$ cat src/hw/rtl/mcau_ram.sv
// Generic single-write, single-read RAM with a registered read port.
// No dependencies; used for the window sample store.
module mcau_ram #(
  parameter int WIDTH = 32,
  parameter int DEPTH = 24,
  localparam int ADDR_W = $clog2(DEPTH)
) (
  input  logic              clk,
  input  logic              wr_en,
  input  logic [ADDR_W-1:0] wr_addr,
  input  logic [WIDTH-1:0]  wr_data,
  input  logic [ADDR_W-1:0] rd_addr,
  output logic [WIDTH-1:0]  rd_data
);

  logic [WIDTH-1:0] mem [DEPTH];
  logic [WIDTH-1:0] rd_data_r;

  always_ff @(posedge clk) begin
    if (wr_en) begin
      mem[wr_addr] <= wr_data;
    end
    rd_data_r <= mem[rd_addr];
  end

  assign rd_data = rd_data_r;

endmodule

$ cat config.mk
export PLATFORM = sky130hd
export DESIGN_NAME = mcau_ram
export DESIGN_NICKNAME = d
export VERILOG_FILES = /design/src/hw/rtl/mcau_ram.sv
export SDC_FILE = /design/constraint.sdc
export NUM_CORES = 1
export LEC_CHECK = 0
export BUFFER_PORTS_ARGS = -buffer_cell sky130_fd_sc_hd__buf_2
export CORE_UTILIZATION = 60
export DETAILED_ROUTE_END_ITERATION = 7
export PLACE_DENSITY = 0.82
export SLEW_MARGIN = 30
export SYNTH_ARGS = -nofsm -noshare
export SYNTH_HDL_FRONTEND = slang
export SYNTH_SLANG_ARGS = --single-unit
$ cat constraint.sdc
create_clock -name clk -period 4.9 [get_ports clk]
set_input_delay 0.245 -clock clk [delete_from_list [all_inputs] [get_ports clk]]
set_output_delay 0.245 -clock clk [all_outputs]
set_load 0.01 [all_outputs]
Word level (Yosys, flattened, before mapping)
Memory sizes are Yosys's and may differ from the RTL's. A register that Yosys moved wholly into a read port is not among the register bits.
Cells that the tools add are included.
Operators by class
  bitwise operators: 0
  div/mod/pow operators: 0
  $mul: 0
  muxes and demuxes: 2
  reduce and logical (&&, ||, !) cells: 0
  $lt $le $gt $ge: 0
  shift-type cells: 0
  eq/ne operators: 0
  add/sub/neg operators: 0
Operators by type and width (count)
  $mux W1: 2
Word-level totals
  bits in latches: 0
  memory bits (writable): 768
  output and inout port bits: 32
  memories: 1
  input bits: 44
  logic and storage cells: 3
  register bits: 0
  bits in read-only memories: 0
Memory list
  mem: depth 24, width 32, rd ports 1, clocked after Yosys merged registers in 1, write ports 1, RTL line 16  | logic [WIDTH-1:0] mem [DEPTH];

Longest topological paths before layout
Gate-level depths: netlist of run 1.
  depth after elaboration: 2
  gate-level depth with buffers: 7

Worst setup path before layout of run 1
Ideal clock, no wire load.
  path type: input port to flip-flop
  start point: input port wr_addr[1]
  end point: memory mem[20][0], enable pin
  data arrival time: 2230 ps
  path buffers: 1
  stages on the path: 3
  path slack: 2249 ps
  data required time: 4479 ps
  setup time: 421 ps
  path through: or3b_2 clkbuf_1 nor2_1
RTL lines
  start, declared: RTL line 10  | input logic [ADDR_W-1:0] wr_addr,
  end, declared: RTL line 16
No word-level cell before the write port.

==> results of run 1 <==
-- synth_stat cells --
cell,number
nand2b_1,1
mux2_2,32
mux4_2,76
a22oi_1,72
buf_6,9
nand4_1,32
buf_2,18
nor2b_1,3
and2_1,1
o21ai_0,12
nand3b_1,4
clkbuf_1,37
nor2_2,1
nor2_1,27
nand2_1,98
nand3_1,53
or3_1,1
mux2i_1,232
a221oi_1,12
buf_4,13
inv_2,1
buf_1,6
edfxtp_1,768
dfxtp_1,32
or3b_2,2
-- sequential cells by signal, summed over array words and instances (netlist names) --
signal   flops
mem        768
rd_data     32
-- area by class of cell --
| type | count | area [um^2] | share of cell area, % |
|---|---|---|---|
| Tap cell | 664 | 831 | 2.40 |
| Multi-Input combinational cell | 659 | 6340 | 18.3 |
| Antenna cell | 2 | 5.00 | 0.0145 |
| Timing Repair Buffer | 128 | 1200 | 3.47 |
| Sequential cell | 800 | 23700 | 68.5 |
| Clock buffer | 117 | 2280 | 6.60 |
| Inverter | 1 | 3.75 | 0.0109 |
| Clock inverter | 29 | 229 | 0.662 |
-- worst register-to-register path, cell delays in order (launching register included) --
cell      delay [ns]
edfxtp_1        0.40
mux4_2          0.47
mux2_2          0.29
nand2_1         0.15
nand3_1         0.11
-- worst min-delay path by stage --
| stage | startpoint | to | slack [ns] | depth (start not counted) |
|---|---|---|---|---|
| global route | wr_data[20] | mem[4][20] | 0.08 | 1 |
| CTS | wr_data[23] | mem[14][23] | 0.05 | 1 |
| finish | wr_data[22] | mem[23][22] | 0.07 | 1 |
| floorplan | wr_data[0] | mem[0][0] | 0.34 | 0 |
| detailed placement | mem[7][22] | rd_data[22] | 0.60 | 4 |
| global placement | mem[6][30] | rd_data[30] | 0.59 | 4 |
-- cell families after synthesis --
| family | synth area share (%) |
|---|---|
| buf+inv | 1.50 |
| flops | 78.3 |
| compound gates | 2.33 |
| simple gates | 3.39 |
| mux | 14.5 |
-- per-stage QoR --
stage	util [%]	hold slack [ns]	cells
6_report	70.1	0.0710	2400
2_1_floorplan	-	0.344	1543
3_3_place_gp	63.9	0.589	2232
4_1_cts	70.0	0.0461	2397
3_5_place_dp	64.9	0.604	2251
5_1_grt	70.1	0.0762	2399
-- power breakdown --
group	leakage [uW]	switching [uW]	internal, uW	total, uW
logic	0.00324	463	251	714
registers	0.00719	43.0	7600	7640
clock network	0.00123	2470	3400	5870
total	0.0117	2980	11200	14200
-- routing by layer --
metal | up-vias | track usage, %
li1 | 6505 | -
met1 | 8152 | 39.4
met2 | 1097 | 46.9
met3 | 214 | 6.70
met4 | 4 | 14.1
met5 | - | 0
-- cell usage in the layout (no fill, tap or decap), types with 18 or more instances in the layout --
| cell | Yosys | routed |
|---|---|---|
| clkbuf_1 | 37 | 26 |
| nand2_1 | 98 | 98 |
| buf_4 | 13 | 31 |
| mux4_2 | 76 | 76 |
| nor2_4 | 0 | 26 |
| nand4_1 | 32 | 32 |
| nand3_1 | 53 | 53 |
| mux2i_1 | 232 | 232 |
| clkbuf_16 | 0 | 83 |
| a22oi_1 | 72 | 72 |
| edfxtp_1 | 768 | 768 |
| dfxtp_1 | 32 | 32 |
| mux2_2 | 32 | 32 |
| buf_16 | 0 | 18 |
| buf_2 | 18 | 73 |
==> impl_metrics.json, run 1 <==
{
  "fp.dieH_um": 227,
  "syn_avg_cell_area_um2": 19.6,
  "h-tree-depth": 3,
  "die_area_um2": 51400,
  "critPathMaxFanout": 48,
  "fp-row-count": 81,
  "hp-class": "in -> reg",
  "drv_cap": 0,
  "hold_violations": 0,
  "worstSetupPathDepth": 7,
  "wl_met1_mm": 26.8,
  "critPathArrivalTime_ns": 2.53,
  "totalNegativeSetupSlack_ns": 0,
  "hpwl_mm": 40.2,
  "yosys.area.top_type_share_pct": 76.2,
  "reg2reg_from": "mem[19][26]",
  "worstSetupEndpointType": "flop",
  "rrSetupSlack_ns": 3.35,
  "numCtsBuffers": 79,
  "leakagePower_uw": 0.0117,
  "yosysSeqAreaShare_pct": 78.3,
  "timing_worst_slew_pin_value_ns": 0.990,
  "rsz0062_at_grt": "false",
  "peakVddDrop_mv": 0.294,
  "synth_cell_types": 25,
  "clock_latency_ns": 0.63,
  "yosys_warnings": 0,
  "clock_tree.root_cell": "clkbuf_16",
  "dpl_cell_area_um2": 32000,
  "grt_util_all_layers_pct": 29.6,
  "die_x_um": 227,
  "setup_viol": 0,
  "path_delay_family": "buffers and inverters",
  "top_layer_used": "met5",
  "place_congestion": 0.786,
  "layout_setup_ws_ns": 2.86,
  "start_util_pct": 61.4,
  "met2_length_mm": 35.4,
  "post_cts_buffers": 0,
  "start_kind": "input pin",
  "clk_pin_slew_ns": 0.06,
  "syn_nets": 1587,
  "routed_wl_mm": 73.4,
  "crit_buf_inv": 3,
  "final_area_um2": 34600,
  "core-area_um2": 49400,
  "wl_met3_mm": 8.14,
  "holdBufCountCts": 0,
  "status": "finished clean",
  "fin_skew_ns": 0.0225,
  "route.detailed.drc": 0,
  "grt_max_degree": 91,
  "nFillCells": 2791,
  "cts_tree": "done",
  "final.min_clock_period_ns": 2.04,
  "first_pass_iters": 8,
  "synth-seq-cells": 800,
  "synth.area.top_cells": "edfxtp_1 76%, mux2i_1 7.7%, mux4_2 5.7%",
  "startpoint": "rd_addr[0]",
  "power_uw": 14200,
  "clk_path_buf_depth": 3,
  "place_ws_ns": 2.23,
  "synth.cell_area_um2": 30300,
  "max_slew_margin_pct": 33.9,
  "cts_resized": 0,
  "cp_cell_sequence": "buf_8 > buf_16 > buf_4 > mux4_2 > mux2_2 > nand2_1 > nand3_1",
  "wl_per_cell_um": 30.6,
  "routed_via_density": 6.66,
  "grt-ovfl-total": 0,
  "min_period_over_period_pct": 41.6,
  "io_buffers": 75,
  "nets": 1713,
  "critical_path.slowest_cell": "mux4_2",
  "ant_nets": 0,
  "reg2reg_depth": 4,
  "worstSetupPathType": "in -> reg",
  "finalMaxSlewViolations": 0,
  "pwr_density_cell_nw_per_um2": 411,
  "synth_cells": 1543,
  "grt_pass1_wl_mm": 107,
  "drive_above_1_share_pct": 21.9,
  "first_global_vias": 16400,
  "grt_antenna_before_repair": 4,
  "yosysTopAreaCell": "edfxtp_1",
  "crit_required_ns": 5.39,
  "critPathMaxStageDelay_ns": 0.55,
  "r2r-end": "rd_data[26]",
  "num_io_pins": 76,
  "crit_end": "rd_data[1]",
  "cts_sinks": 800,
  "first_iter_violations": 2212,
  "vias": 16000,
  "fmax_mhz": 490,
  "area_growth_pct": 14.2
}
Power figures use the tool's default switching activity.
==> run 2, diff against run 1 <==
--- a/config.mk
+++ b/config.mk
@@ -6,9 +6,9 @@
 export NUM_CORES = 1
 export LEC_CHECK = 0
 export BUFFER_PORTS_ARGS = -buffer_cell sky130_fd_sc_hd__buf_2
-export CORE_UTILIZATION = 60
+export CORE_UTILIZATION = 56
 export DETAILED_ROUTE_END_ITERATION = 7
-export PLACE_DENSITY = 0.82
+export PLACE_DENSITY = 0.8
 export SLEW_MARGIN = 30
 export SYNTH_ARGS = -nofsm -noshare
 export SYNTH_HDL_FRONTEND = slang
==> constraint.sdc (replaced) <==
create_clock -name clk -period 1.7 [get_ports clk]
set_input_delay 0.085 -clock clk [delete_from_list [all_inputs] [get_ports clk]]
set_output_delay 0.085 -clock clk [all_outputs]
set_load 0.01 [all_outputs]
==> run 2 against run 1 <==
Effect of this change:
- core utilization fell by 2.9 points
- worst setup slack got worse by 2.7 ns
- global-route usage fell by 3.0 points
- largest power group unchanged
- sequential power rose to 2.9 times the previous value
- largest cell class unchanged
- highest routed layer unchanged
==> impl_metrics.json, run 2 (synthesis results as in run 1) <==
{
  "grt_antenna_before_repair": 1,
  "wl_per_cell_um": 28.2,
  "die_area_um2": 55000,
  "grt_max_degree": 53,
  "final.min_clock_period_ns": 1.52,
  "hpwl_mm": 39.3,
  "core-area_um2": 53000,
  "critPathMaxFanout": 1,
  "worstSetupPathType": "reg -> reg",
  "antenna_cells": 0,
  "startpoint": "mem[18][2]",
  "nets": 1799,
  "num_io_pins": 76,
  "leakagePower_uw": 0.0121,
  "layout_setup_ws_ns": 0.183,
  "first_iter_violations": 1625,
  "reg2reg_from": "mem[18][2]",
  "route.detailed.drc": 0,
  "crit_required_ns": 2.21,
  "numCtsBuffers": 79,
  "drive_above_1_share_pct": 23.9,
  "fmax_mhz": 659,
  "hp-class": "in -> reg",
  "clock_tree.root_cell": "clkbuf_16",
  "status": "finished clean",
  "io_buffers": 75,
  "fp.dieH_um": 235,
  "rsz0062_at_grt": "false",
  "cts_resized": 0,
  "peakVddDrop_mv": 1.01,
  "switching_share_pct": 20.8,
  "critical_path.slowest_cell": "mux4_2",
  "grt_util_all_layers_pct": 26.6,
  "most-common-layout-cells": "768 x edfxtp_1, 232 x mux2i_1, 98 x nand2_1",
  "nFillCells": 3264,
  "post_cts_buffers": 0,
  "crit_end": "rd_data[2]",
  "critPathArrivalTime_ns": 2.02,
  "final_common_cell": "edfxtp_1",
  "vias": 15800,
  "clock_latency_ns": 0.63,
  "clkPwrFrac_pct": 41.8,
  "routed_wl_mm": 70.8,
  "area_growth_pct": 17.5,
  "grt_pass1_wl_mm": 104,
  "cts_sinks": 800,
  "p_int_uw": 32900,
  "r2r-end": "rd_data[2]",
  "place_congestion": 0.792,
  "die_x_um": 235,
  "routed_via_density": 6.30,
  "start_kind": "flop",
  "post-route-util_pct": 67.1,
  "p_comb_share_pct": 5.2,
  "critPathMaxStageDelay_ns": 0.51,
  "setup_viol": 0,
  "fp-row-count": 84,
  "first_pass_iters": 5,
  "pwr_density_cell_nw_per_um2": 1170,
  "grt-ovfl-total": 0,
  "ant_nets": 0,
  "start_util_pct": 57.2,
  "drv_cap": 0,
  "cts_tree": "done",
  "clk_pin_slew_ns": 0.06,
  "max_slew_margin_pct": 67.3,
  "clk_path_buf_depth": 3,
  "hold_violations": 0,
  "p_switching_uw": 8650,
  "h-tree-depth": 3,
  "first_global_vias": 16400,
  "fin_skew_ns": 0.0281,
  "timing_worst_slew_pin_value_ns": 0.490,
  "sequentialPowerShare_pct": 53.1,
  "rrSetupSlack_ns": 0.18,
  "finalMaxSlewViolations": 0,
  "reg2reg_depth": 4,
  "holdBufCountCts": 33,
  "max_flop_register": "mem",
  "cp_cell_sequence": "mux4_2 > mux2_2 > nand2_1 > nand3_1",
  "largest_reg_flops": 768,
  "worstSetupEndpointType": "flop",
  "place_ws_ns": -0.0247,
  "min_period_over_period_pct": 89.3
}
run 2: metrics by stage:
stage	TNS [ns]	area, um^2	cells	power (uW)	hold slack, ns
floorplan	-206.13	30300	1543	23500	0.184
global placement	0	32600	2329	24400	0.482
detailed placement	-0.0247	32600	2329	24500	0.483
CTS	0	35600	2509	41700	0.0988
global route	0	35600	2509	42600	0.115
finish	0	35600	2509	41500	0.122
run 2: power by group through the flow:
stage	registers, uW	logic, uW	clock network, uW
after CTS	22000	2150	17500
after global routing	22000	2290	18300
after global placement	22400	2000	0
final	22000	2150	17300
after floorplan	22400	1090	0
after detailed placement	22400	2060	0
run 2: area by class of cell:
type                            count  area [um^2]  share of cell area, %
Sequential cell                   800        23700                   66.6
Clock inverter                     43          477                   1.34
Tap cell                          688          861                   2.42
Inverter                            1         3.75                 0.0106
Timing Repair Buffer              214         2060                   5.80
Multi-Input combinational cell    659         6340                   17.8
Clock buffer                      104         2120                   5.97
run 2: how the worst min path moves through the flow:
| stage | start | end | slack [ns] | cells past startpoint |
|---|---|---|---|---|
| after floorplan | wr_data[0] | mem[0][0] | 0.18 | 0 |
| after global placement | rd_data[21] | rd_data[21] | 0.48 | 1 |
| after detailed placement | rd_data[24] | rd_data[24] | 0.48 | 1 |
| after CTS | rd_addr[3] | rd_data[28] | 0.1 | 5 |
| after global routing | rd_addr[3] | rd_data[28] | 0.11 | 5 |
| final | rd_addr[3] | rd_data[28] | 0.12 | 5 |
run 2: metal layers:
layer | GRT usage (%) | vias up | routed length [um]
met5 | 0 | - | 13
met3 | 5.50 | 168 | 6600
met1 | 34.9 | 8099 | 26100
met2 | 44.2 | 866 | 35700
met4 | 9.88 | 2 | 2310
li1 | - | 6673 | -
run 2: critical path: cells and delay by family, from the launching register on:
family	cells	cell delay (ns)
AND/OR/NAND/NOR	2	0.19
flip-flops	1	0.41
multiplexers	2	0.80
