==> config.mk <==
export PLATFORM = sky130hd
export DESIGN_NAME = mcau_div
export DESIGN_NICKNAME = d
export VERILOG_FILES = /design/src/hw/rtl/mcau_pkg.sv /design/src/hw/rtl/mcau_div.sv
export SDC_FILE = /design/constraint.sdc
export NUM_CORES = 1
export LEC_CHECK = 0
export ABC_AREA = 1
export BUFFER_PORTS_ARGS = -buffer_cell sky130_fd_sc_hd__buf_2
export CORE_UTILIZATION = 31
export DETAILED_ROUTE_END_ITERATION = 8
export GPL_TIMING_DRIVEN = 0
export PLACE_DENSITY = 0.45
export RECOVER_POWER = 50
export SYNTH_ARGS = -nofsm -noshare
export SYNTH_HDL_FRONTEND = slang
export SYNTH_SLANG_ARGS = --single-unit
==> constraint.sdc <==
create_clock -name clk -period 6.95 [get_ports clk]
set_input_delay 0.695 -clock clk [delete_from_list [all_inputs] [get_ports clk]]
set_output_delay 0.695 -clock clk [all_outputs]
set_load 0.01 [all_outputs]
==> src/hw/rtl/mcau_pkg.sv <==
// Shared types, constants and helpers for the magnetometer calibrate and average unit.
// No dependencies; imported by mcau_div and magnetometer_calibrate_and_average_unit.
package mcau_pkg;

  localparam int DATA_W   = 32;
  localparam int RAW_W    = 16;
  localparam int COEF_W   = 24;
  localparam int FRAC_W   = 16;
  localparam int CFG_IDX_W = 3;

  // Configuration register indexes.
  localparam logic [CFG_IDX_W-1:0] REG_UNIT_PER_LSB = 3'd0;
  localparam logic [CFG_IDX_W-1:0] REG_OFFSET_X     = 3'd1;
  localparam logic [CFG_IDX_W-1:0] REG_OFFSET_Y     = 3'd2;
  localparam logic [CFG_IDX_W-1:0] REG_OFFSET_Z     = 3'd3;
  localparam logic [CFG_IDX_W-1:0] REG_GAIN_X       = 3'd4;
  localparam logic [CFG_IDX_W-1:0] REG_GAIN_Y       = 3'd5;
  localparam logic [CFG_IDX_W-1:0] REG_GAIN_Z       = 3'd6;

  localparam logic signed [63:0] DATA_MAX64 = 64'sh0000_0000_7FFF_FFFF;
  localparam logic signed [63:0] DATA_MIN64 = 64'shFFFF_FFFF_8000_0000;

  typedef logic signed [DATA_W-1:0] data_t;

  // Clamp a wide signed value to the signed 32-bit range.
  function automatic data_t sat_data(input logic signed [63:0] v);
    data_t r;
    if (v > DATA_MAX64) begin
      r = data_t'(DATA_MAX64);
    end else if (v < DATA_MIN64) begin
      r = data_t'(DATA_MIN64);
    end else begin
      r = data_t'(v);
    end
    return r;
  endfunction

endpackage

==> src/hw/rtl/mcau_div.sv <==
// Iterative signed-by-small-unsigned divider, four quotient bits per cycle,
// truncating toward zero with a saturated 32-bit result. Depends on mcau_pkg.
module mcau_div import mcau_pkg::*; #(
  parameter int SUM_W  = 36,
  parameter int FILL_W = 4
) (
  input  logic                    clk,
  input  logic                    rst_n,
  input  logic                    start,
  input  logic signed [SUM_W-1:0] dividend,
  input  logic [FILL_W-1:0]       divisor,
  output logic                    done,
  output data_t                   quotient
);

  localparam int RADIX_BITS = 4;
  localparam int DIV_W  = ((SUM_W + RADIX_BITS - 1) / RADIX_BITS) * RADIX_BITS;
  localparam int N_ITER = DIV_W / RADIX_BITS;
  localparam int CNT_W  = $clog2(N_ITER + 1);
  localparam int REM_W  = FILL_W + 1;

  logic [DIV_W-1:0]  mag_r, mag_nxt;
  logic [REM_W-1:0]  rem_r, rem_nxt;
  logic [FILL_W-1:0] div_r;
  logic [CNT_W-1:0]  cnt_r;
  logic              busy_r;
  logic              neg_r;
  logic [SUM_W-1:0]  abs_w;
  logic signed [DIV_W:0] q_signed;

  assign abs_w = dividend[SUM_W-1] ? SUM_W'(-dividend) : SUM_W'(dividend);

  // Restoring division, RADIX_BITS bits per cycle. The remainder stays below the
  // divisor, so it needs only one bit more than the fill count.
  always_comb begin
    logic [REM_W-1:0] rem_t;
    logic [DIV_W-1:0] mag_t;
    rem_t = rem_r;
    mag_t = mag_r;
    for (int i = 0; i < RADIX_BITS; i++) begin
      rem_t = {rem_t[REM_W-2:0], mag_t[DIV_W-1]};
      mag_t = {mag_t[DIV_W-2:0], 1'b0};
      if (rem_t >= {1'b0, div_r}) begin
        rem_t    = rem_t - {1'b0, div_r};
        mag_t[0] = 1'b1;
      end
    end
    rem_nxt = rem_t;
    mag_nxt = mag_t;
  end

  always_ff @(posedge clk) begin
    if (!rst_n) begin
      busy_r <= 1'b0;
      cnt_r  <= '0;
    end else if (start) begin
      busy_r <= 1'b1;
      cnt_r  <= CNT_W'(N_ITER);
    end else if (done) begin
      busy_r <= 1'b0;
    end else if (busy_r) begin
      cnt_r <= cnt_r - 1'b1;
    end
  end

  always_ff @(posedge clk) begin
    if (start) begin
      mag_r <= DIV_W'(abs_w);
      rem_r <= '0;
      div_r <= divisor;
      neg_r <= dividend[SUM_W-1];
    end else if (busy_r && (cnt_r != '0)) begin
      mag_r <= mag_nxt;
      rem_r <= rem_nxt;
    end
  end

  assign done     = busy_r && (cnt_r == '0);
  assign q_signed = neg_r ? -$signed({1'b0, mag_r}) : $signed({1'b0, mag_r});
  assign quotient = sat_data(64'(q_signed));

endmodule

## After elaboration in Yosys (flattened, before gate mapping)

Cells that the tools add are included.

- $add $sub $neg: 7
- Multipliers: 0
- Div/mod/pow operators: 0
- $lt $le $gt $ge: 6
- Equal/unequal tests: 1
- Shifts and indexed selects: 0
- Multiplexer cells: 19
- Bitwise gates (word level): 2
- Reductions and logical operators: 10

Operators with widths:

| operator | count |
|---|---|
| $mux 36 | 3 |
| $mux 32 | 2 |
| $gt 37x32->1 const B | 1 |
| $lt 37x32->1 const B | 1 |
| $mux 37 | 1 |
| $neg 36->37 | 1 |
| $neg 36->36 | 1 |
| $mux 4 | 7 |
| $ge 5x4->1 | 4 |
| $sub 4x4->4 | 4 |
| $mux 1 | 6 |
| $reduce_bool 2->1 | 3 |
| $logic_not 4->1 | 1 |
| $reduce_and 2->1 | 2 |
| $reduce_bool 4->1 | 1 |
| $sub 4x1->4 const B | 1 |
| $logic_and 1x1->1 | 2 |
| $ne 2x2->1 const B | 1 |
| $not 1->1 | 2 |
| $reduce_or 2->1 | 1 |

- Register bits: 50
- Bits in latches: 0
- Bits in writable memories: 0
- Bits in read-only memories: 0
- Bits of input ports: 43
- Output and inout bits: 33
- Word-level logic and storage cells: 52
- Memories: 0

## Depth between registers and ports, before layout

Gate-level depths: netlist (run 1).

- Depth after elaboration: 10
- Depth in mapped cells: 41
- Depth with buffers taken out: 41

## Worst setup path before layout (run 1)

No wires, ideal clock.

- Kind: register to register
- Start point: reg div_r[1]
- End point: reg mag_r[0] (data pin)
- Setup time: 267 ps
- Arrival time: 4993 ps
- Required time: 6683 ps
- Setup slack: 1690 ps
- Stages on the path, launching flop included: 39
- Buffers on the path: 0
- Clock period less this slack: 5260 ps
- Cell sequence: edfxtp_1 > inv_1 > ha_1 > nand2_1 > clkinv_1 > nand2_1 > nand2_1 > nand2_4 > nand2_2 > nand2_1 > nand2_1 > ha_1 > a21oi_1 > o21bai_1 > nor2_1 > nand2_1 > inv_2 > nand3_1 > (+3 left out) > nand2_1 > nor2_1 > a211oi_1 > o21ai_0 > inv_1 > nand3_4 > nand2_1 > nand2_1 > inv_1 > ha_1 > nand2_1 > nor2_1 > a211oi_1 > nor2_1 > nor3_1 > nand3_2 > nand2_1 > o21ai_0

- Cells in the longest elaborated chain, start to end: 10
- Elaborated cells on any way between the ends: 13
- Those cells by class: 3 x add/sub; 4 x order compare; 6 x mux

Ends and longest elaborated chain:

| what | RTL line | RTL |
|---|---|---|
| start, declared | mcau_div.sv:24 | `logic [FILL_W-1:0] div_r;` |
| start signal, assigned | mcau_div.sv:70 | `div_r <= divisor;` |
| $sub 4x4->4 or $ge 5x4->1 (tied branches) | mcau_div.sv:44, mcau_div.sv:43 |  |
| $mux 4 | mcau_div.sv:43 | `if (rem_t >= {1'b0, div_r}) begin` |
| $sub 4x4->4 or $ge 5x4->1 (tied branches) | mcau_div.sv:44, mcau_div.sv:43 |  |
| $mux 4 | mcau_div.sv:43 |  |
| $sub 4x4->4 or $ge 5x4->1 (tied branches) | mcau_div.sv:44, mcau_div.sv:43 |  |
| $mux 4 | mcau_div.sv:43 |  |
| $ge 5x4->1 * | mcau_div.sv:43 |  |
| $mux 1 * | mcau_div.sv:43 |  |
| $mux 36 * | mcau_div.sv:72 | `end else if (busy_r && (cnt_r != '0)) begin` |
| $mux 36 * | mcau_div.sv:67 | `if (start) begin` |
| end signal, assigned | mcau_div.sv:68 | `mag_r <= DIV_W'(abs_w);` |
| end signal, assigned | mcau_div.sv:73 | `mag_r <= mag_nxt;` |
| end, declared | mcau_div.sv:22 | `logic [DIV_W-1:0] mag_r, mag_nxt;` |

Mark *: on every way between the ends. The rest lies on a longest branch, timed or not. The select of a mux whose other input is x is not followed.
A chain may end at the register's enable or synchronous reset.

## Final worst setup path (run 1)

Ends and elaborated chain as after synthesis.

==> impl_results.md, run 1 <==
- Yosys warnings: 0
- Post-Synthesis Cells: 758
- Setup bufs post-CTS: 0
- Fmax: 161 MHz
- Synth Cell Area: 0.00523 mm²
- Worst Hold Class: flop to flop
- Final worst slack: 0.727 ns
- Critical path's largest stage delay: 0.48 ns
- Sink Count: 50
- Setup tns final: 0 ns
- GRT Residual Overflow: 0
- DRT iter0 DRCs: 271
- Initial antenna violation count: 0
- Pre-antenna DRT Iters: 4
- First-pass GRT wire length: 25.3 mm
- WL/cell: 14.9 µm
- Synth unique cells: 43
- Hold Path Sink: cnt_r[0]
- Endpoints failing setup: 0
- Clk slew on worst S/H paths: 0.07 ns
- Leakage power: 2.92 nW
- Rows: 47
- Clock period minus worst slack: 6.22 ns
- Routability cong.: 0.891
- R2R setup slack: 0.73 ns
- Clock Path Buffers: 2
- Detailed-route DRC error count: 0
- Peak supply drop: 0.000141 V
- Routed Antenna Nets: 0
- Fin Hold WS: 0.473 ns
- Worst Hold Path Cells: 2
- Outcome: finished, violations left
- Crit Reg-Reg Startpoint: div_r[1]
- Pre-CTS setup slack: 0.594 ns
- DIE AREA: 0.0174 mm²
- Critical Path RT: 6.99 ns
- Power Dens Cells: 303 mW/mm²
- Cts hold-fix bufs: 0
- Crit path max fanout: 6
- Die width: 132 µm
- Reg2reg end: mag_r[0]
- Max Cap Viol: 1
- Worst Hold Launch: cnt_r[0]
- CP Class: flop to flop
- Chip height: 132 µm
- Most common cell after layout, fill and taps aside: nand2_1
- Most frequent cells in the layout: nand2_1 (224), inv_1 (81), buf_2 (71)
- # fillers: 1802
- Clk_lat worst skew: 0.30 ns
- CORE AREA: 0.0165 mm²
- Slowest cell on crit path: edfxtp_1
- Layout cells sized above 1: 0.169
- Worst R2R Path Depth: 38
- Starting density of the core: 0.317
- Final period util: 0.895
- Number of global-route vias before repair: 4920
- CTS root buf: clkbuf_16
- Vias per cell: 4.81
- Port buffer count: 75
- CP arrival: 6.26 ns
- Top cell by count, worst path: nand2_1
- DP Wirelength: 13.1 mm
- CP endpoint kind: flop
- Total Wirelength: 15.8 mm
- CTS tree: built
- Final Hold Viols: 0
- Final cell count without fillers: 1061
- H-tree levels: 2
- Post-Syn Nets: 824
- RSZ-0062 raised after global routing: false
- ANT cells: 0
- Synthesized flop and latch total: 50
- Largest net degree at the start of global routing: 37
- CTS Buf Count: 5
- Worst Skew: 0.00350 ns
- P&R area growth vs syn: 15.2%
- Slew @ Worst Pin: 1.47 ns
- Aggregate global-route resource usage: 0.183
- Avg Inst Size Synth: 6.90 µm²
- I/O Pins: 76
- Post-synth EDFFs: 41
- Via count: 5106
- Failing checks: max-capacitance violations
- Layout net count: 906
- Placed Cells: 1053
- Synth Flop Type: edfxtp_1
- Worst rel slew slack: 0.0178
- Asr flop ratio synth: 0
- Critical Path Start Type: flop
- Final Slew Violations: 0
- Register area share after synthesis: 0.270
## cells in the mapped netlist, drive strengths merged, types with 6 or more instances
cell / instances / area, µm²
nand2: 238 / 958
inv: 94 / 353
nor2: 77 / 340
nand3: 68 / 430
o21ai: 48 / 240
xor2: 44 / 385
edfxtp: 41 / 1230
ha: 19 / 238
nand4: 19 / 125
nor3: 18 / 115
a21oi: 14 / 73.8
clkbuf: 11 / 41.3
buf: 10 / 120
xnor2: 10 / 87.6
dfxtp: 9 / 180
nand3b: 6 / 45.0
## worst max-delay path: cells and delay by family, from the launching register on
family	cells	cell delay, ns
buf+inv	6	0.76
fa+ha+maj	4	1.23
compound gates	6	1.14
flops	1	0.48
simple gates	22	2.33
## power by group
part           leakage [nW]  switching (mW)  internal [mW]
sequential            0.486          0.0469          0.383
clock                0.0771           0.124          0.171
combinational          2.35           0.710          0.391
total                  2.92           0.881          0.944
## worst max-delay path by stage
stage / startpoint / endpoint / slack [ns] / cells past startpoint
after detailed placement: div_r[1] / mag_r[0] / 0.59 / 37
after global placement: div_r[1] / mag_r[0] / 0.71 / 37
after CTS: div_r[1] / mag_r[0] / 0.57 / 37
final: div_r[1] / mag_r[0] / 0.73 / 38
after global routing: div_r[1] / mag_r[0] / 0.03 / 37
after floorplan: div_r[1] / mag_r[0] / 1.69 / 38
## per-layer routing
layer / wire (µm) / global-route usage
met5: 0 / 0
met4: 134 / 0.0336
met3: 610 / 0.0215
met2: 7260 / 0.306
met1: 7750 / 0.255
## registers in the layout, summed over array words and instances, names as in the netlist
register and flops:
rem_r 4, div_r 4, cnt_r 4, neg_r 1, mag_r 36, busy_r 1
## kinds of logic (layout without fill, tap and decap cells)
family / Yosys count / in the layout / share of synthesized area
AO/OA/AOI/OAI: 79 / 79 / 0.0839
XOR/XNOR: 54 / 54 / 0.0904
adder cells (fa/ha/maj): 23 / 23 / 0.0607
buffers and inverters: 117 / 200 / 0.0997
flip-flops: 50 / 50 / 0.270
AND/OR/NAND/NOR: 435 / 435 / 0.396
## final cells by class
cell class	instances	area, µm²	share of cell area
plain buffers	21	161	0.0268
clock buffers	6	129	0.0214
clock inverters	2	37.5	0.00623
inverters	96	360	0.0598
multi-input cells	591	3280	0.545
flip-flops and latches	50	1410	0.234
well taps	220	275	0.0457
repair buffers	75	370	0.0614
## per-stage QoR
stage	util	total power [mW]	cell area (µm²)
finish	0.365	1.83	6030
global route	0.365	1.99	6030
CTS	0.366	1.82	6050
detailed placement	0.356	1.53	5880
global placement	0.356	1.51	5880
floorplan	-	1.25	5230
## repair_timing
| item | 4_1_cts | 5_1_grt |
|---|---|---|
| setup endpoints to repair | 0 | 4 |
| endpoints found under the hold margin | 0 | 0 |
| resized for setup | 0 | 1 |
Power figures use the tool's default switching activity.
==> run 2: changes to the inputs <==
--- a/config.mk
+++ b/config.mk
@@ -7,6 +7,7 @@
 export LEC_CHECK = 0
 export ABC_AREA = 1
 export BUFFER_PORTS_ARGS = -buffer_cell sky130_fd_sc_hd__buf_2
+export CORE_ASPECT_RATIO = 0.7
 export CORE_UTILIZATION = 31
 export DETAILED_ROUTE_END_ITERATION = 8
 export GPL_TIMING_DRIVEN = 0
==> run 2 against run 1 <==
Net effect: the flow still finishes with violations (max-capacitance violations); non-clock buffer count up 3; register-to-register slack gained 0.09 ns; total power fell by 0.87%; clock skew is 0.00072 ns higher; cell area rose by 0.58%; hold slack worse by 0.0040 ns; worst setup slack improved by 0.091 ns; flip-flop and latch count unchanged; first-iteration DRC count grew 52%.
==> impl_results.md, run 2 (synthesized netlist as in run 1, its figures left out) <==
- DRT iter0 DRCs: 411 (+52%)
- CTS tree: built
- Clk slew on worst S/H paths: 0.07 ns (about the same)
- Vias per cell: 4.87 (+1.1%)
- CORE AREA: 0.0164 mm² (-0.78%)
- Cell family with most CP delay: simple AND/OR/NAND/NOR gates
- Worst rel slew slack: 0.0165 (-0.00132)
- P&R area growth vs syn: 15.8%
- Most common cell after layout, fill and taps aside: nand2_1
- Outcome: finished, violations left
- Largest net degree at the start of global routing: 37 (unchanged)
- Final total power: 1.81 mW (-0.87%)
- Final Hold Viols: 0 (unchanged)
- DP Wirelength: 13.4 mm (+2.5%)
- Via count: 5202 (+1.9%)
- CP endpoint kind: flop
- Setup tns final: 0 ns (unchanged)
- Die width: 157 µm (+19%)
- Power Dens Cells: 298 mW/mm² (-1.4%)
- First-pass GRT wire length: 26.0 mm (+2.6%)
- Crit path max fanout: 6 (unchanged)
- Layout net count: 909 (+0.33%)
- Starting density of the core: 0.319 (+0.00249)
- Critical Path RT: 6.99 ns (about the same)
- Cts hold-fix bufs: 0 (unchanged)
- Critical path's largest stage delay: 0.56 ns (+0.08 ns)
- Clk_lat worst skew: 0.30 ns (about the same)
- Top cell by count, worst path: nand2_1
- Failing checks: max-capacitance violations
- H-tree levels: 2 (unchanged)
- Number of flip-flops in the largest register: 36 (unchanged)
- Pre-antenna DRT Iters: 5 (+1)
- Worst Hold Class: flop to flop
- Sink Count: 50 (unchanged)
- Rows: 39 (-17%)
- Peak supply drop: 0.000151 V (+7.0%)
- CTS Buf Count: 5 (unchanged)
- WL/cell: 15.2 µm (+2.4%)
- Max Cap Viol: 1 (unchanged)
- Clock Path Buffers: 2 (unchanged)
- Leakage power: 2.93 nW (+0.62%)
- Final Slew Violations: 0 (unchanged)
- Final period util: 0.882 (-0.0131)
- Detailed-route DRC error count: 0 (unchanged)
- Clock period minus worst slack: 6.13 ns (-0.0912 ns)
- DIE AREA: 0.0174 mm² (about the same)
- I/O Pins: 76 (unchanged)
- Worst Skew: 0.00422 ns (+0.000725 ns)
- Endpoints failing setup: 0 (unchanged)
- Total Wirelength: 16.3 mm (+3.2%)
- Worst Path Buf+Inv: 6 (unchanged)
- Slew @ Worst Pin: 1.47 ns (+0.00197 ns)
- Critical Path Start Type: flop
- Slowest cell on crit path: edfxtp_1
- GRT Residual Overflow: 0 (unchanged)
- RSZ-0062 raised after global routing: false
- ANT cells: 0 (unchanged)
- Most frequent cells in the layout: nand2_1 (224), inv_1 (80), buf_2 (71)
- Number of global-route vias before repair: 4879 (-0.83%)
- CTS root buf: clkbuf_16
- CP Class: flop to flop
- Port buffer count: 75 (unchanged)
- Pre-CTS setup slack: 0.629 ns (+0.0355 ns)
- Chip height: 111 µm (-16%)
- Initial antenna violation count: 0 (unchanged)
- Fin util: 0.370 (+0.00500)
- Routed Antenna Nets: 0 (unchanged)
- CP arrival: 6.17 ns (-0.09 ns)
- Fmax: 163 MHz (+1.5%)
- Aggregate global-route resource usage: 0.193 (+0.00985)
- Routability cong.: 0.853 (-4.2%)
- Layout cells sized above 1: 0.174 (+0.00532)
- Final worst slack: 0.818 ns (+0.0912 ns)
- Most flop-heavy register: mag_r
## run 2: worst reg2reg max path, delay by kind of cell (launching register included)
kind | cells | cell delay [ns]
flops | 1 | 0.56
simple gates | 22 | 2.32
compound gates | 6 | 1.13
buf+inv | 6 | 0.68
fa+ha+maj | 4 | 1.22
## run 2: where the power goes
group | internal (mW) | leakage, nW | switching, mW
sequential | 0.383 | 0.486 | 0.0436
clock | 0.157 | 0.0792 | 0.120
combinational | 0.394 | 2.37 | 0.713
## run 2: metal layers
metal	global-route usage	part of all wire
met1	0.301	0.53
met2	0.280	0.41
met3	0.0262	0.054
met4	0.0356	0.010
met5	0	0
## run 2: path summary, 6_finish.rpt
check                 from        to  slack, ns  cells after the start
hold reg to reg   rem_r[3]  rem_r[3]       0.47                      2
hold / removal    rem_r[3]  rem_r[3]       0.47                      2
setup / recovery  div_r[1]  mag_r[0]       0.82                     38
setup reg to reg  div_r[1]  mag_r[0]       0.82                     38
## run 2: repair_timing
item / CTS / global route
endpoints found under the setup margin: 0 / 4
gates resized for setup: 0 / 2
setup buffers: 0 / 3
## run 2: through the flow
step / instance area (µm²) / hold slack [ns] / cells
after floorplan: 5230 / 0.427 / 758
after global placement: 5890 / 0.450 / 1058
final: 6060 / 0.469 / 1069
after detailed placement: 5890 / 0.458 / 1058
after global routing: 6060 / 0.487 / 1069
after CTS: 6050 / 0.471 / 1066
## run 2: final cells by class
cell class                 instances  area, µm²
fill                            1847      10300
multi-input combinational        591       3290
sequential                        50       1410
timing repair buffer              78        393
inverter                          96        364
tap                              225        282
buffer                            21        161
clock buffer                       7        154
clock inverter                     1       8.76
==> run 3: changes to the inputs <==
--- a/config.mk
+++ b/config.mk
@@ -12,7 +12,6 @@
 export DETAILED_ROUTE_END_ITERATION = 8
 export GPL_TIMING_DRIVEN = 0
 export PLACE_DENSITY = 0.45
-export RECOVER_POWER = 50
 export SYNTH_ARGS = -nofsm -noshare
 export SYNTH_HDL_FRONTEND = slang
 export SYNTH_SLANG_ARGS = --single-unit
==> run 3 against run 2 <==
Net effect: the run now ends clean; worst setup slack improved by 0.010 ns; first-iteration DRC count increased by 5.4%; total power is essentially flat; critical path depth stayed put; register-to-register slack hardly changed; largest cell class unchanged; critical endpoint unchanged; flip-flop and latch count unchanged; global-route usage unchanged; combinational power hardly changed; count of clock-buffer cells in the layout unchanged; hold slack about the same; routed wire length is 0.30% lower; non-clock buffer count did not move.
==> impl_results.md, run 3 (synthesized netlist as in run 1, its figures left out) <==
- Outcome: completed
- Leakage power: 2.95 nW (+0.47%)
- Critical path's largest stage delay: 0.56 ns (about the same)
- CORE AREA: 0.0164 mm² (unchanged)
- Vias per cell: 4.86 (-0.17%)
- Port buffer count: 75 (unchanged)
- Detailed-route DRC error count: 0 (unchanged)
- Fin util: 0.371 (+0.00137)
- Endpoints failing setup: 0 (unchanged)
- Aggregate global-route resource usage: 0.193 (unchanged)
- First-pass GRT wire length: 26.0 mm (unchanged)
- Crit path from: div_r[1]
- DIE AREA: 0.0174 mm² (unchanged)
- Final total power: 1.81 mW (about the same)
- Critical Path RT: 6.99 ns (about the same)
- Fin Hold WS: 0.469 ns (+0.000325 ns)
- Clk_lat worst skew: 0.30 ns (about the same)
- I/O Pins: 76 (unchanged)
- Worst Hold Launch: rem_r[3]
- CTS Buf Count: 5 (unchanged)
- Slowest cell on crit path: edfxtp_1
- Chip height: 111 µm (unchanged)
- Sink Count: 50 (unchanged)
- Pre-antenna DRT Iters: 5 (unchanged)
- Starting density of the core: 0.319 (unchanged)
- CTS tree: built
- CP endpoint kind: flop
- Final period util: 0.881 (-0.00149)
- CTS root buf: clkbuf_16
- Final Hold Viols: 0 (unchanged)
- ANT cells: 0 (unchanged)
- Slew @ Worst Pin: 0.837 ns (-0.637 ns)
- Worst Skew: 0.00827 ns (+0.00405 ns)
- Clk slew on worst S/H paths: 0.07 ns (about the same)
- Power Dens Cells: 297 mW/mm² (-0.39%)
- GRT Residual Overflow: 0 (unchanged)
- Pre-CTS setup slack: 0.629 ns (unchanged)
- Placed Cells: 1058 (unchanged)
- Clock period minus worst slack: 6.12 ns (-0.0104 ns)
- P&R area growth vs syn: 16.3%
- Die width: 157 µm (unchanged)
- Most flop-heavy register: mag_r
- DRT iter0 DRCs: 433 (+5.4%)
- Routability cong.: 0.853 (unchanged)
- CP Class: flop to flop
- Area post-placement: 0.00589 mm² (unchanged)
- Top cell by count, worst path: nand2_1
- DP Wirelength: 13.4 mm (unchanged)
- Layout net count: 909 (unchanged)
- Crit path max fanout: 6 (unchanged)
- Cts hold-fix bufs: 0 (unchanged)
- WL/cell: 15.2 µm (-0.30%)
- Total Wirelength: 16.2 mm (-0.30%)
- Via count: 5193 (-0.17%)
- Initial antenna violation count: 0 (unchanged)
- Final worst slack: 0.828 ns (+0.0104 ns)
- Final Slew Violations: 0 (unchanged)
- Final cell count without fillers: 1069 (unchanged)
- Crit Reg-Reg Startpoint: div_r[1]
- Peak supply drop: 0.000151 V (+0.22%)
- Worst rel slew slack: 0.442 (+0.426)
- Cell area after layout: 0.00608 mm² (+0.37%)
- H-tree levels: 2 (unchanged)
- Setup tns final: 0 ns (unchanged)
- Max Cap Viol: 0 (-1)
- Largest net degree at the start of global routing: 37 (unchanged)
- Routed Antenna Nets: 0 (unchanged)
- Clock Path Buffers: 2 (unchanged)
- Rows: 39 (unchanged)
- Worst Hold Class: flop to flop
- Layout cells sized above 1: 0.184 (+0.00948)
- Most common cell after layout, fill and taps aside: nand2_1
- Most frequent cells in the layout: nand2_1 (224), inv_1 (79), buf_2 (75)
- RSZ-0062 raised after global routing: false
- Number of flip-flops in the largest register: 36 (unchanged)
- Fmax: 163 MHz (+0.17%)
- CP arrival: 6.16 ns (about the same)
- Critical Path Start Type: flop
- Number of global-route vias before repair: 4879 (unchanged)
==> run 3: cell count changes in the layout (fill, tap and decap cells not counted), moves of 2 or more <==
cell / before / now
clkbuf_1: 18 / 12
nor3_1: 14 / 12
nor3_2: 4 / 6
o21ai_0: 43 / 40
o21ai_1: 5 / 8
buf_1: 0 / 2
buf_2: 71 / 75
==> run 3: what timing repair did <==
action	in CTS	in global routing
endpoints found under the setup margin	0	4
gates resized for setup	0	2
setup buffers	0	3
==> run 3: layout make-up <==
cell class / count / area, µm²
Clock buffer: 7 / 154
Inverter: 96 / 364
Sequential cell: 50 / 1410
Timing Repair Buffer: 78 / 398
Buffer: 21 / 161
Multi-Input combinational cell: 591 / 3310
Fill cell: 1841 / 10300
Tap cell: 225 / 282
Clock inverter: 1 / 8.76
==> run 3: worst max-delay path, delay by kind of cell, from the launching register on <==
family / cells / cell delay (ns)
AO/OA/AOI/OAI: 6 / 1.11
flip-flops: 1 / 0.56
AND/OR/NAND/NOR: 22 / 2.32
adder cells (fa/ha/maj): 4 / 1.22
buffers and inverters: 6 / 0.67
==> run 3: power breakdown <==
group          switching (mW)  internal (mW)  total (mW)
sequential             0.0436          0.382       0.426
combinational           0.713          0.394        1.11
clock                   0.119          0.157       0.276
==> run 3: worst paths after layout <==
kind	to	slack (ns)	depth (start not counted)
setup / recovery	mag_r[0]	0.83	38
hold / removal	rem_r[3]	0.47	2
setup reg to reg	mag_r[0]	0.83	38
hold reg to reg	rem_r[3]	0.47	2
==> run 3: routing by layer <==
metal | wire [µm] | vias up | GRT usage
met1 | 8410 | 2404 | 0.301
li1 | - | 2641 | -
met4 | 169 | 0 | 0.0356
met2 | 6670 | 133 | 0.280
met5 | 0 | - | 0
met3 | 969 | 15 | 0.0262
